===== config.mk =====
export PLATFORM = sky130hd
export DESIGN_NAME = acs_exec
export DESIGN_NICKNAME = d
export VERILOG_FILES = /design/src/rtl/core/acs_pkg.sv /design/src/rtl/core/acs_exec.sv
export SDC_FILE = /design/constraint.sdc
export NUM_CORES = 1
export LEC_CHECK = 0
export ABC_AREA = 1
export BUFFER_PORTS_ARGS = -buffer_cell sky130_fd_sc_hd__buf_4
export CAP_MARGIN = 20
export CORE_ASPECT_RATIO = 1.5
export CORE_MARGIN = 8
export CORE_UTILIZATION = 45
export DETAILED_ROUTE_END_ITERATION = 12
export PLACE_DENSITY = 0.78
export SYNTH_ARGS = -nofsm -noshare
export SYNTH_HDL_FRONTEND = slang
export SYNTH_SLANG_ARGS = --single-unit

===== constraint.sdc =====
create_clock -name vclk -period 5.39
set_input_delay 1.078 -clock vclk [all_inputs]
set_output_delay 1.078 -clock vclk [all_outputs]
set_load 0.1 [all_outputs]

===== src/rtl/core/acs_pkg.sv =====
// Shared types and constants of the accumulator CPU step core.
`default_nettype none
package acs_pkg;

  localparam int unsigned DATA_W = 16;
  localparam int unsigned ADDR_W = 12;
  localparam int unsigned SIZE_W = 13;

  localparam logic [SIZE_W-1:0] MEM_SIZE_RST = 13'd4096;

  typedef enum logic [1:0] {
    REQ_WRITE = 2'd0,
    REQ_READ  = 2'd1,
    REQ_EXEC  = 2'd2,
    REQ_RESET = 2'd3
  } req_e;

  typedef enum logic [2:0] {
    FLT_NONE     = 3'd0,
    FLT_ADDR     = 3'd1,
    FLT_OPCODE   = 3'd2,
    FLT_ARIT_REG = 3'd3,
    FLT_ARIT_OP  = 3'd4
  } fault_e;

  typedef enum logic [1:0] {
    ST_IDLE,
    ST_DECODE,
    ST_LOAD,
    ST_DONE
  } state_e;

  // opcodes, instruction bits 15:12
  localparam logic [3:0] OP_NOP  = 4'h0;
  localparam logic [3:0] OP_LDA  = 4'h1;
  localparam logic [3:0] OP_STA  = 4'h2;
  localparam logic [3:0] OP_JMP  = 4'h3;
  localparam logic [3:0] OP_JNZ  = 4'h4;
  localparam logic [3:0] OP_ARIT = 4'h6;
  localparam logic [3:0] OP_HLT  = 4'hF;

  // ARIT operations
  localparam logic [2:0] AO_SET0 = 3'd0;
  localparam logic [2:0] AO_SETF = 3'd1;
  localparam logic [2:0] AO_NOT  = 3'd2;
  localparam logic [2:0] AO_AND  = 3'd3;
  localparam logic [2:0] AO_OR   = 3'd4;
  localparam logic [2:0] AO_XOR  = 3'd5;
  localparam logic [2:0] AO_ADD  = 3'd6;

  // register codes
  localparam logic [2:0] RC_A   = 3'd0;
  localparam logic [2:0] RC_B   = 3'd1;
  localparam logic [2:0] RC_C   = 3'd2;
  localparam logic [2:0] RC_D   = 3'd3;
  localparam logic [2:0] RC_R   = 3'd6;
  localparam logic [2:0] RC_PSW = 3'd7;

  // PSW bit positions
  localparam int unsigned PSW_OVF = 15;
  localparam int unsigned PSW_LT  = 13;
  localparam int unsigned PSW_EQ  = 12;
  localparam int unsigned PSW_GT  = 11;

  typedef struct packed {
    logic [DATA_W-1:0] a;
    logic [DATA_W-1:0] b;
    logic [DATA_W-1:0] c;
    logic [DATA_W-1:0] d;
    logic [DATA_W-1:0] r;
    logic [DATA_W-1:0] psw;
  } regs_t;

  typedef struct packed {
    regs_t             regs;
    logic [ADDR_W-1:0] pc;
    logic              halt;
    fault_e            fault;
    logic              mem_rd;
    logic              mem_wr;
    logic [ADDR_W-1:0] mem_addr;
  } exec_upd_t;

endpackage
`default_nettype wire


===== src/rtl/core/acs_exec.sv =====
// Instruction decode and ALU: next register state for one fetched instruction.
`default_nettype none
module acs_exec (
  input  wire logic [acs_pkg::DATA_W-1:0] ir_i,
  input  wire acs_pkg::regs_t             regs_i,
  input  wire logic [acs_pkg::ADDR_W-1:0] pc_i,
  input  wire logic [acs_pkg::SIZE_W-1:0] size_i,
  output acs_pkg::exec_upd_t              upd_o
);
  import acs_pkg::*;

  function automatic logic [DATA_W-1:0] reg_rd(regs_t r, logic [2:0] code);
    logic [DATA_W-1:0] v;
    case (code)
      RC_A:    v = r.a;
      RC_B:    v = r.b;
      RC_C:    v = r.c;
      RC_D:    v = r.d;
      RC_R:    v = r.r;
      RC_PSW:  v = r.psw;
      default: v = '0;
    endcase
    return v;
  endfunction

  function automatic logic reg_ok(logic [2:0] code);
    return (code != 3'd4) && (code != 3'd5);
  endfunction

  logic [3:0]        op;
  logic [ADDR_W-1:0] arg;
  logic [SIZE_W-1:0] pc_inc;
  logic [ADDR_W-1:0] pc_next;
  logic              arg_ok;
  logic [2:0]        opr, dst, src1, src2;
  logic [DATA_W-1:0] opa, opb, res, psw;
  logic [DATA_W:0]   sum;
  logic              wr;
  exec_upd_t         upd;

  assign op   = ir_i[15:12];
  assign arg  = ir_i[ADDR_W-1:0];
  assign opr  = arg[11:9];
  assign dst  = arg[8:6];
  assign src1 = arg[5:3];
  assign src2 = arg[2:0];

  assign pc_inc  = {1'b0, pc_i} + 13'd1;
  assign pc_next = (pc_inc >= size_i) ? '0 : pc_inc[ADDR_W-1:0];
  assign arg_ok  = {1'b0, arg} < size_i;

  // operands and ALU result
  always_comb begin
    opa = reg_rd(regs_i, src1);
    opb = src2[2] ? reg_rd(regs_i, {1'b0, src2[1:0]}) : '0;
    sum = {1'b0, opa} + {1'b0, opb};
    wr  = 1'b1;
    case (opr)
      AO_SET0: res = '0;
      AO_SETF: res = '1;
      AO_NOT:  res = ~opa;
      AO_AND:  res = opa & opb;
      AO_OR:   res = opa | opb;
      AO_XOR:  res = opa ^ opb;
      AO_ADD:  res = sum[DATA_W-1:0];
      default: begin
        res = '0;
        wr  = 1'b0;
      end
    endcase
  end

  always_comb begin
    upd          = '0;
    upd.regs     = regs_i;
    upd.pc       = pc_next;
    upd.halt     = 1'b0;
    upd.fault    = FLT_NONE;
    upd.mem_rd   = 1'b0;
    upd.mem_wr   = 1'b0;
    upd.mem_addr = arg;
    psw          = regs_i.psw;
    unique case (op)
      OP_NOP: ;
      OP_LDA: begin
        if (arg_ok) upd.mem_rd = 1'b1;
        else        upd.fault  = FLT_ADDR;
      end
      OP_STA: begin
        if (arg_ok) upd.mem_wr = 1'b1;
        else        upd.fault  = FLT_ADDR;
      end
      OP_JMP, OP_JNZ: begin
        if (!arg_ok) upd.fault = FLT_ADDR;
        if (op == OP_JMP || regs_i.a != '0) begin
          upd.regs.r = DATA_W'(pc_inc);
          upd.pc     = arg_ok ? arg : '0;
        end
      end
      OP_ARIT: begin
        if (!reg_ok(dst) || !reg_ok(src1)) begin
          upd.fault = FLT_ARIT_REG;
        end else begin
          if (!wr) upd.fault = FLT_ARIT_OP;
          if (wr) begin
            case (dst)
              RC_A:    upd.regs.a = res;
              RC_B:    upd.regs.b = res;
              RC_C:    upd.regs.c = res;
              RC_D:    upd.regs.d = res;
              RC_R:    upd.regs.r = res;
              RC_PSW:  psw        = res;
              default: ;
            endcase
          end
          // overflow and compare bits land after the destination write
          if (opr == AO_ADD) psw[PSW_OVF] = sum[DATA_W];
          psw[PSW_LT]  = opa < opb;
          psw[PSW_EQ]  = opa == opb;
          psw[PSW_GT]  = opa > opb;
          upd.regs.psw = psw;
        end
      end
      OP_HLT: begin
        upd.halt = 1'b1;
        upd.pc   = pc_i;
      end
      default: upd.fault = FLT_OPCODE;
    endcase
  end

  assign upd_o = upd;

endmodule
`default_nettype wire


# Word-level counts from Yosys, hierarchy flattened

Cells that the tools add are included.

Register bits: 0
Word-level logic and storage cells: 87

Bitwise gates (word level): 4
$add $sub $neg: 2
Magnitude comparators: 4
Equality and inequality tests: 30
Multiplexer cells: 31
Reductions and logical operators: 16

Operators with widths:

| kind                                                | number |
|---|---|
| one-hot mux 16 bit (6 select lines)                 | 2 |
| 2-to-1 mux 16 bit                                   | 10 |
| 2-to-1 mux 96 bit                                   | 1 |
| 2-to-1 mux 80 bit                                   | 1 |
| 2-to-1 mux 64 bit                                   | 1 |
| one-hot mux 16 bit (4 select lines)                 | 1 |
| 2-to-1 mux 12 bit                                   | 3 |
| one-hot mux 16 bit (2 select lines)                 | 1 |
| one-hot mux 12 bit (2 select lines)                 | 1 |
| equality test 3 bit, second input constant          | 7 |
| equality test 3 x 2 -> 1 bit, second input constant | 6 |
| adder 16 x 16 -> 17 bit                             | 1 |
| AND 16 bit                                          | 1 |
| equality test 16 bit                                | 1 |
| > comparator 16 bit                                 | 1 |
| less-than comparator 16 bit                         | 1 |
| NOT 16 bit                                          | 1 |
| bitwise OR 16 bit                                   | 1 |
| nonzero test 16 bit                                 | 1 |
| bitwise XOR 16 bit                                  | 1 |
| adder 12 x 1 -> 13 bit, second input constant       | 1 |
| >= comparator 13 bit                                | 1 |
| less-than comparator 12 x 13 -> 1 bit               | 1 |
| != test 3 bit, second input constant                | 4 |
| 19 further kinds                                    | 37 |

# Logic depth before layout (Yosys ltp)

Gate-level depths: netlist (run 1).

Word-level depth: 10
Mapped depth: 28
Depth with buffers taken out: 26

# Worst setup path after synthesis (run 1)

Ideal clock, no wire load.

Kind: input to output
From: input port size_i[4] (netlist bit)
To: output port upd_o[13] (netlist bit)
Path slack: -518 ps
Data arrival time: 4830 ps
Cell stages on the path: 10
Cell sequence: inv_1 -> ha_1 -> nand2_1 -> inv_1 -> nand4_1 -> o211ai_1 -> a21oi_1 -> o31a_1 -> inv_1 -> nor4_1

RTL lines:

| what               | RTL line      | text |
|---|---|---|
| start: declaration | acs_exec.sv:7 | `input wire logic [acs_pkg::SIZE_W-1:0] size_i,` |
| end: declaration   | acs_exec.sv:8 | `output acs_pkg::exec_upd_t upd_o` |

==> results of run 1 <==
==> per-stage QoR <==
step	TNS, ps	cell area [um^2]	setup slack [ps]	cells	hold slack, ps
after floorplan	-773	6490	-386	1169	2350
after global routing	-187	9320	-37.9	1658	2540
after CTS	0	9020	25.0	1657	2530
final	0	9320	131	1658	2540
after detailed placement	0	9020	42.0	1657	2530
after global placement	0	9020	19.6	1657	2530
==> how the worst max path moves through the flow <==
stage                     startpoint         end  slack, ps
after global routing         pc_i[0]   upd_o[26]        -40
after floorplan              ir_i[0]  upd_o[105]       -390
after global placement       pc_i[0]   upd_o[29]         20
after detailed placement     pc_i[0]   upd_o[29]         40
after CTS                    pc_i[0]   upd_o[29]         20
final                        ir_i[3]   upd_o[48]        130
==> where the power goes <==
group | switching [uW] | internal, uW
sequential | 0 | 0
combinational | 1010 | 413
clock | 0 | 0
==> what timing repair did <==
action,in CTS,in global routing
buffers inserted,0,1
resized for setup,0,70
endpoints found under the setup margin,0,68
==> cells by family after synthesis <==
family                     after synthesis
muxes                                    1
xor gates and xnor gates                 6
adders and majority gates               73
AOI/OAI and AO/OA                      276
buffers and inverters                  284
and+or+nand+nor                        529
==> final cells by class <==
type / count / share of cell area, %
Inverter: 240 / 9.77
Multi-Input combinational cell: 885 / 58.2
Timing Repair Buffer: 341 / 29.5
Tap cell: 192 / 2.58
==> cells in the mapped netlist (5+ instances only) <==
| cell type | instances | share of area [%] |
|---|---|---|
| sky130_fd_sc_hd__o22ai_1 | 23 | 2.2 |
| sky130_fd_sc_hd__buf_6 | 5 | 0.88 |
| sky130_fd_sc_hd__clkbuf_1 | 8 | 0.47 |
| sky130_fd_sc_hd__nor2_4 | 9 | 1.6 |
| sky130_fd_sc_hd__nor2_1 | 72 | 4.2 |
| sky130_fd_sc_hd__o211ai_1 | 9 | 1.1 |
| sky130_fd_sc_hd__a211oi_1 | 5 | 0.59 |
| sky130_fd_sc_hd__and2_1 | 15 | 1.5 |
| sky130_fd_sc_hd__buf_2 | 14 | 1.1 |
| sky130_fd_sc_hd__nor3_2 | 5 | 0.78 |
| sky130_fd_sc_hd__nand4_1 | 14 | 1.4 |
| sky130_fd_sc_hd__a221oi_1 | 6 | 0.82 |
| sky130_fd_sc_hd__o221ai_1 | 12 | 1.6 |
| sky130_fd_sc_hd__nand2_1 | 291 | 17 |
| sky130_fd_sc_hd__xor2_1 | 6 | 0.82 |
| sky130_fd_sc_hd__a21oi_1 | 59 | 4.6 |
| sky130_fd_sc_hd__buf_4 | 15 | 1.8 |
| sky130_fd_sc_hd__ha_1 | 72 | 14 |
| sky130_fd_sc_hd__nand3_1 | 65 | 5.1 |
| sky130_fd_sc_hd__nor3_1 | 12 | 0.94 |
| sky130_fd_sc_hd__nor4_1 | 6 | 0.59 |
| sky130_fd_sc_hd__nand2_2 | 12 | 1.2 |
| sky130_fd_sc_hd__inv_1 | 207 | 12 |
| sky130_fd_sc_hd__o21ai_1 | 42 | 3.3 |
| sky130_fd_sc_hd__inv_2 | 28 | 1.6 |
| sky130_fd_sc_hd__nand3_2 | 10 | 1.6 |
| sky130_fd_sc_hd__a22oi_1 | 6 | 0.70 |
| sky130_fd_sc_hd__o2111ai_1 | 16 | 2.2 |
| sky130_fd_sc_hd__o21ai_2 | 7 | 0.96 |
| sky130_fd_sc_hd__o21ai_0 | 69 | 5.4 |
==> routing by layer <==
layer | wire [um] | vias to the layer above
li1 | - | 4448
met1 | 11900 | 4348
met2 | 17600 | 675
met3 | 3760 | 166
met4 | 2450 | 0
met5 | 0 | -
==> worst max-delay path, cell delays in order <==
cell and delay [ps]:
sky130_fd_sc_hd__buf_4 130, sky130_fd_sc_hd__buf_4 160, sky130_fd_sc_hd__nand3_2 110, sky130_fd_sc_hd__inv_4 80, sky130_fd_sc_hd__a211oi_2 230, sky130_fd_sc_hd__nand3_1 140
sky130_fd_sc_hd__ha_2 220, sky130_fd_sc_hd__inv_1 80, sky130_fd_sc_hd__fa_1 170, sky130_fd_sc_hd__inv_1 50, sky130_fd_sc_hd__buf_4 120, sky130_fd_sc_hd__or2_2 260
sky130_fd_sc_hd__nand3_1 90, sky130_fd_sc_hd__nand3_1 70, sky130_fd_sc_hd__a31oi_1 150, sky130_fd_sc_hd__o221ai_1 350, sky130_fd_sc_hd__o21ai_1 270, sky130_fd_sc_hd__o211ai_1 150
sky130_fd_sc_hd__buf_4 260
==> key figures, run 1 <==
Final layout
  – Fill count: roughly 1300
  – Clkbuf count: 0
  – Post-layout utilization of the core: 66.6%
  – Diode insertion count for antenna repair: 0
  – Number of nets at the end of the flow: 1678
  – Area of combinational cells with multiple inputs: ~0.0054 mm^2
  – Highest-count cells in the layout ignoring fill and taps: 302 x sky130_fd_sc_hd__buf_4, 290 x sky130_fd_sc_hd__nand2_1, 206 x sky130_fd_sc_hd__inv_1, 71 x sky130_fd_sc_hd__ha_1, 68 x sky130_fd_sc_hd__nor2_1
  – FF+latch area: 0 um^2
  – Proportion of layout cells with a drive suffix above 1: between 30% and 40%
  – Most common cell after layout, fill and taps aside: sky130_fd_sc_hd__buf_4
  – Signed area change from the synthesized netlist to the final layout: 45.7%
  – Sequential cell count: 0

STA
  – Share of the cycle needed by the critical path after routing: between 90% and 100%
  – Count of pins over their slew limit: 0
  – Clock period minus worst slack: ~5300 ps
  – Number of hold violations in the final report: 0
  – Final count of negative-setup-slack endpoints: 0
  – Unrepaired setup endpoints after global routing: yes
  – Worst slew slack as a fraction of its limit: around 40%
  – Maximum operating frequency: 0.190 GHz
  – Transition time at the pin with the least slew margin: around 900 ps

Synth
  – Share of synthesized cell area in full adder, half adder and majority cells: 14.4%
  – Post-Synth XOR/XNOR Area: 0.821%
  – Mapped Nets: 1379
  – Cell area after synthesis: about 0.0064 mm^2
  – Dominant combinational cell family by area after synthesis: simple AND/OR/NAND/NOR gates
  – Portion of netlist area occupied by mux cells: less than 1%
  – Proportion of synthesized chip area in sequential cells: 0%
  – Simple-gate area share of the yosys netlist: approximately two fifths
  – Number of distinct library cells after synthesis: 57
  – Cells after synthesis: approximately 1200
  – Area fraction in compound gates after synthesis: between 20% and 30%
  – Average cell area after synthesis: about 5.5 um^2
  – Warnings, synthesis: 0

Critical path
  – Arr. time, crit path: about 4200 ps
  – Category of the worst setup path capture point: output port
  – Largest fanout on the critical path: 8
  – Worst EP required: 4310 ps
  – Crit path kind: in -> out
  – Sort of element at the start of the critical path: input port

Job
  – Max Cap Viol: 0

Detailed routing
  – Number of nets with antenna violations after detailed routing: 0
  – Routed via count: just under 10000
  – Final wirelength: 35700 um
  – Count of unresolved DRC violations after routing: 0
  – Post-DR vias/cell: 5.81
  – Total iterations of the first detailed-routing run: 6
  – Post-DR wirelength/cell: 21.5 um
  – Initial drt markers: 1006

Worst hold path
  – Hold crit path type: in -> out
  – Launch point of the worst hold path: ir_i[8]
  – Worst hold path depth: 2
  – Worst min-delay path endpoint: upd_o[8]

Die
  – Die height: ~160 um
  – Initial cell density of the core: around 46%
  – Die Width: about 110 um
  – Area of the die: roughly 0.018 mm^2
  – Number of placed I/O pins: 263
  – Std-Cell Core Area: 0.0140 mm^2
  – Cell row count: 53

Global route
  – Global routing usage on met2: 65.7%
  – Antenna violations before repair: 0
  – Global routing's busiest layer: met2
  – Met3 usage: roughly 7.5%
  – Largest net degree at the start of global routing: 22
  – Wire length of the first global-routing pass: 53700 um
  – Met1 Track Usage GR: around 39%
  – Overall Global Routing Usage: approximately 37%
  – Number of global-route vias before repair: slightly below 10000
  – Congestion Overflow GR: 0

Power
  – Power density of the placed cells: around 150 mW/mm^2
  – Max rail drop VDD: approximately 0.14 mV
  – Standby leakage power: 0.00494 uW
  – Post-route total power: 1420 uW

CTS
  – Cts-stage hold buffer count: 0

Placement
  – Final HPWL from detailed placement: about 30000 um
  – Placer's final routability congestion estimate: between 1 and 1.5
  – IO Port Bufs: around 260

Outcome
  – Run status: complete, no violations
Power figures use the tool's default switching activity.
==> inputs of run 2 (changes only) <==
- SETUP_SLACK_MARGIN: not set -> 0.15
==> run 2 against run 1 <==
  * Utilization is 8.0 points higher
  * Count of clock-buffer cells in the layout stayed put
  * Setup slack better by 76 ps
  * First-iteration DRC count is 17% lower
  * Non-clock buffer count is 35 higher
  * Via count is 3.7% higher
  * Die area stayed put
  * Global-route usage is 0.18 points lower
  * Fmax is 1.5% higher
==> key figures, run 2 (synthesized netlist as in run 1, its figures left out) <==
STA
  – Clock period minus worst slack: 5180 ps (-75.9 ps)
  – Count of pins over their slew limit: 0 (unchanged)
  – Final worst slack: 207 ps (+75.9 ps)
  – Share of the cycle needed by the critical path after routing: 96.2% (-1.4 points)
  – Worst slew slack as a fraction of its limit: 37.6% (-2.2 points)
  – Maximum operating frequency: 0.193 GHz (+1.5%)
  – Final count of negative-setup-slack endpoints: 0 (unchanged)
  – Unrepaired setup endpoints after global routing: yes
  – Number of hold violations in the final report: 0 (unchanged)
  – Transition time at the pin with the least slew margin: 927 ps (+32.8 ps)

Final layout
  – Highest-count cells in the layout ignoring fill and taps: 315 x sky130_fd_sc_hd__buf_4, 274 x sky130_fd_sc_hd__nand2_1, 199 x sky130_fd_sc_hd__inv_1, 59 x sky130_fd_sc_hd__ha_1, 58 x sky130_fd_sc_hd__nor2_1
  – Area of combinational cells with multiple inputs: 0.00596 mm^2 (+9.9%)
  – FF+latch area: 0 um^2 (unchanged)
  – Number of nets at the end of the flow: 1713 (+2.1%)
  – Sequential cell count: 0 (unchanged)
  – Diode insertion count for antenna repair: 0 (unchanged)
  – Signed area change from the synthesized netlist to the final layout: 63.2%
  – Most common cell after layout, fill and taps aside: sky130_fd_sc_hd__buf_4
  – Proportion of layout cells with a drive suffix above 1: 40.2% (+7.4 points)
  – Fill count: 1185 (-11%)
  – Final instance area: 0.0104 mm^2 (+12%)
  – Clkbuf count: 0 (unchanged)

Global route
  – Overall Global Routing Usage: 36.9% (-0.18 points)
  – Antenna violations before repair: 0 (unchanged)
  – Congestion Overflow GR: 0 (unchanged)
  – Largest net degree at the start of global routing: 22 (unchanged)
  – Wire length of the first global-routing pass: 53300 um (-0.72%)
  – Number of global-route vias before repair: 9663 (-2.1%)

Worst hold path
  – Hold crit path type: in -> out

Placement
  – Placer's final routability congestion estimate: 1.04 (-1.4%)
  – IO Port Bufs: 263 (unchanged)
  – Final HPWL from detailed placement: 30900 um (+2.5%)
  – Worst slack, placed: 7.28 ps (-34.7 ps)
  – Post-DP Area: 0.00931 mm^2 (+3.3%)

Power
  – Power density of the placed cells: 151 mW/mm^2 (-1.3%)
  – Standby leakage power: 0.00534 uW (+8.1%)
  – Post-route total power: 1570 uW (+11%)
  – Max rail drop VDD: 0.121 mV (-12%)

Detailed routing
  – Total iterations of the first detailed-routing run: 6 (unchanged)
  – Final wirelength: 37100 um (+4.0%)
  – Post-DR wirelength/cell: 21.9 um (+1.8%)
  – Count of unresolved DRC violations after routing: 0 (unchanged)
  – Routed via count: 9997 (+3.7%)
  – Initial drt markers: 833 (-17%)
  – Post-DR vias/cell: 5.90 (+1.6%)
  – Number of nets with antenna violations after detailed routing: 0 (unchanged)

Die
  – Std-Cell Core Area: 0.0140 mm^2 (unchanged)
  – Die Width: 113 um (unchanged)
  – Initial cell density of the core: 45.7% (unchanged)
  – Number of placed I/O pins: 263 (unchanged)
  – Die height: 162 um (unchanged)
  – Area of the die: 0.0184 mm^2 (unchanged)
  – Cell row count: 53 (unchanged)

Critical path
  – Crit path kind: in -> out
  – Sort of element at the start of the critical path: input port
  – Category of the worst setup path capture point: output port
  – Largest fanout on the critical path: 7 (-1)
  – Worst EP required: 4310 ps (about the same)
  – Arr. time, crit path: 4100 ps (-80 ps)

CTS
  – Cts-stage hold buffer count: 0 (unchanged)

Outcome
  – Run status: complete, no violations

Job
  – Max Cap Viol: 0 (unchanged)
-- run 2: changes by cell type in the layout (fill, tap and decap cells not counted), moves of 10 or more --
cell and change:
sky130_fd_sc_hd__ha_4 +10, sky130_fd_sc_hd__nand2_2 +11, sky130_fd_sc_hd__nand3_1 -11, sky130_fd_sc_hd__ha_1 -12, sky130_fd_sc_hd__o21ai_4 +10, sky130_fd_sc_hd__buf_4 +13
sky130_fd_sc_hd__buf_12 +25, sky130_fd_sc_hd__o21ai_0 -16, sky130_fd_sc_hd__nand2_1 -16, sky130_fd_sc_hd__nor2_1 -10
-- run 2: report_power, final --
part / internal [uW] / switching [uW] / leakage [uW]
Sequential: 0 / 0 / 0
Combinational: 504 / 1070 / 0.00534
Clock: 0 / 0 / 0
Total: 504 / 1070 / 0.00534
-- run 2: area by class of cell --
class                           count  share of cell area, %
Multi-Input combinational cell    885                   57.1
Tap cell                          192                   2.30
Timing Repair Buffer              376                   31.8
Inverter                          240                   8.82
-- run 2: final timing paths --
check  slack [ps]  cells past startpoint        end     from
max           210                     23  upd_o[77]  ir_i[3]
min          2510                      2   upd_o[0]  ir_i[0]
-- run 2: critical path: stages --
cell	delay, ps
sky130_fd_sc_hd__buf_4	130
sky130_fd_sc_hd__buf_4	150
sky130_fd_sc_hd__nand3_2	120
sky130_fd_sc_hd__buf_4	210
sky130_fd_sc_hd__o22ai_2	190
sky130_fd_sc_hd__nor2_1	80
sky130_fd_sc_hd__nand2_1	140
sky130_fd_sc_hd__inv_1	80
sky130_fd_sc_hd__ha_1	340
sky130_fd_sc_hd__inv_1	120
sky130_fd_sc_hd__nor2_2	50
sky130_fd_sc_hd__inv_2	50
sky130_fd_sc_hd__nor2_2	40
sky130_fd_sc_hd__nor2_2	170
sky130_fd_sc_hd__nor2_2	60
sky130_fd_sc_hd__nor3_2	220
sky130_fd_sc_hd__nand3_1	110
sky130_fd_sc_hd__nand2_2	90
sky130_fd_sc_hd__o21bai_4	120
sky130_fd_sc_hd__o21ai_4	190
sky130_fd_sc_hd__buf_4	130
sky130_fd_sc_hd__inv_1	60
sky130_fd_sc_hd__buf_12	170
-- run 2: through the flow --
step	setup TNS (ps)	hold slack, ps	util, %	instances
2_1_floorplan	-773	2350	-	1169
3_3_place_gp	0	2530	66.6	1681
3_5_place_dp	0	2530	66.6	1681
4_1_cts	0	2530	67.0	1683
5_1_grt	0	2510	74.6	1693
6_report	0	2510	74.6	1693
-- run 2: layer usage --
layer	GRT usage, %	share of wire (%)	up-vias
met5	0	0	-
met4	24.4	9.2	0
li1	-	-	4521
met3	6.95	9.1	227
met1	37.9	33	4528
met2	66.4	48	721
-- run 2: repair_timing --
item                                    in CTS  in global routing
gates resized for setup                     12                227
pin swaps                                    3                 32
buffers inserted                             2                 10
endpoints found under the setup margin      10                 82
gates cloned                                 0                  0
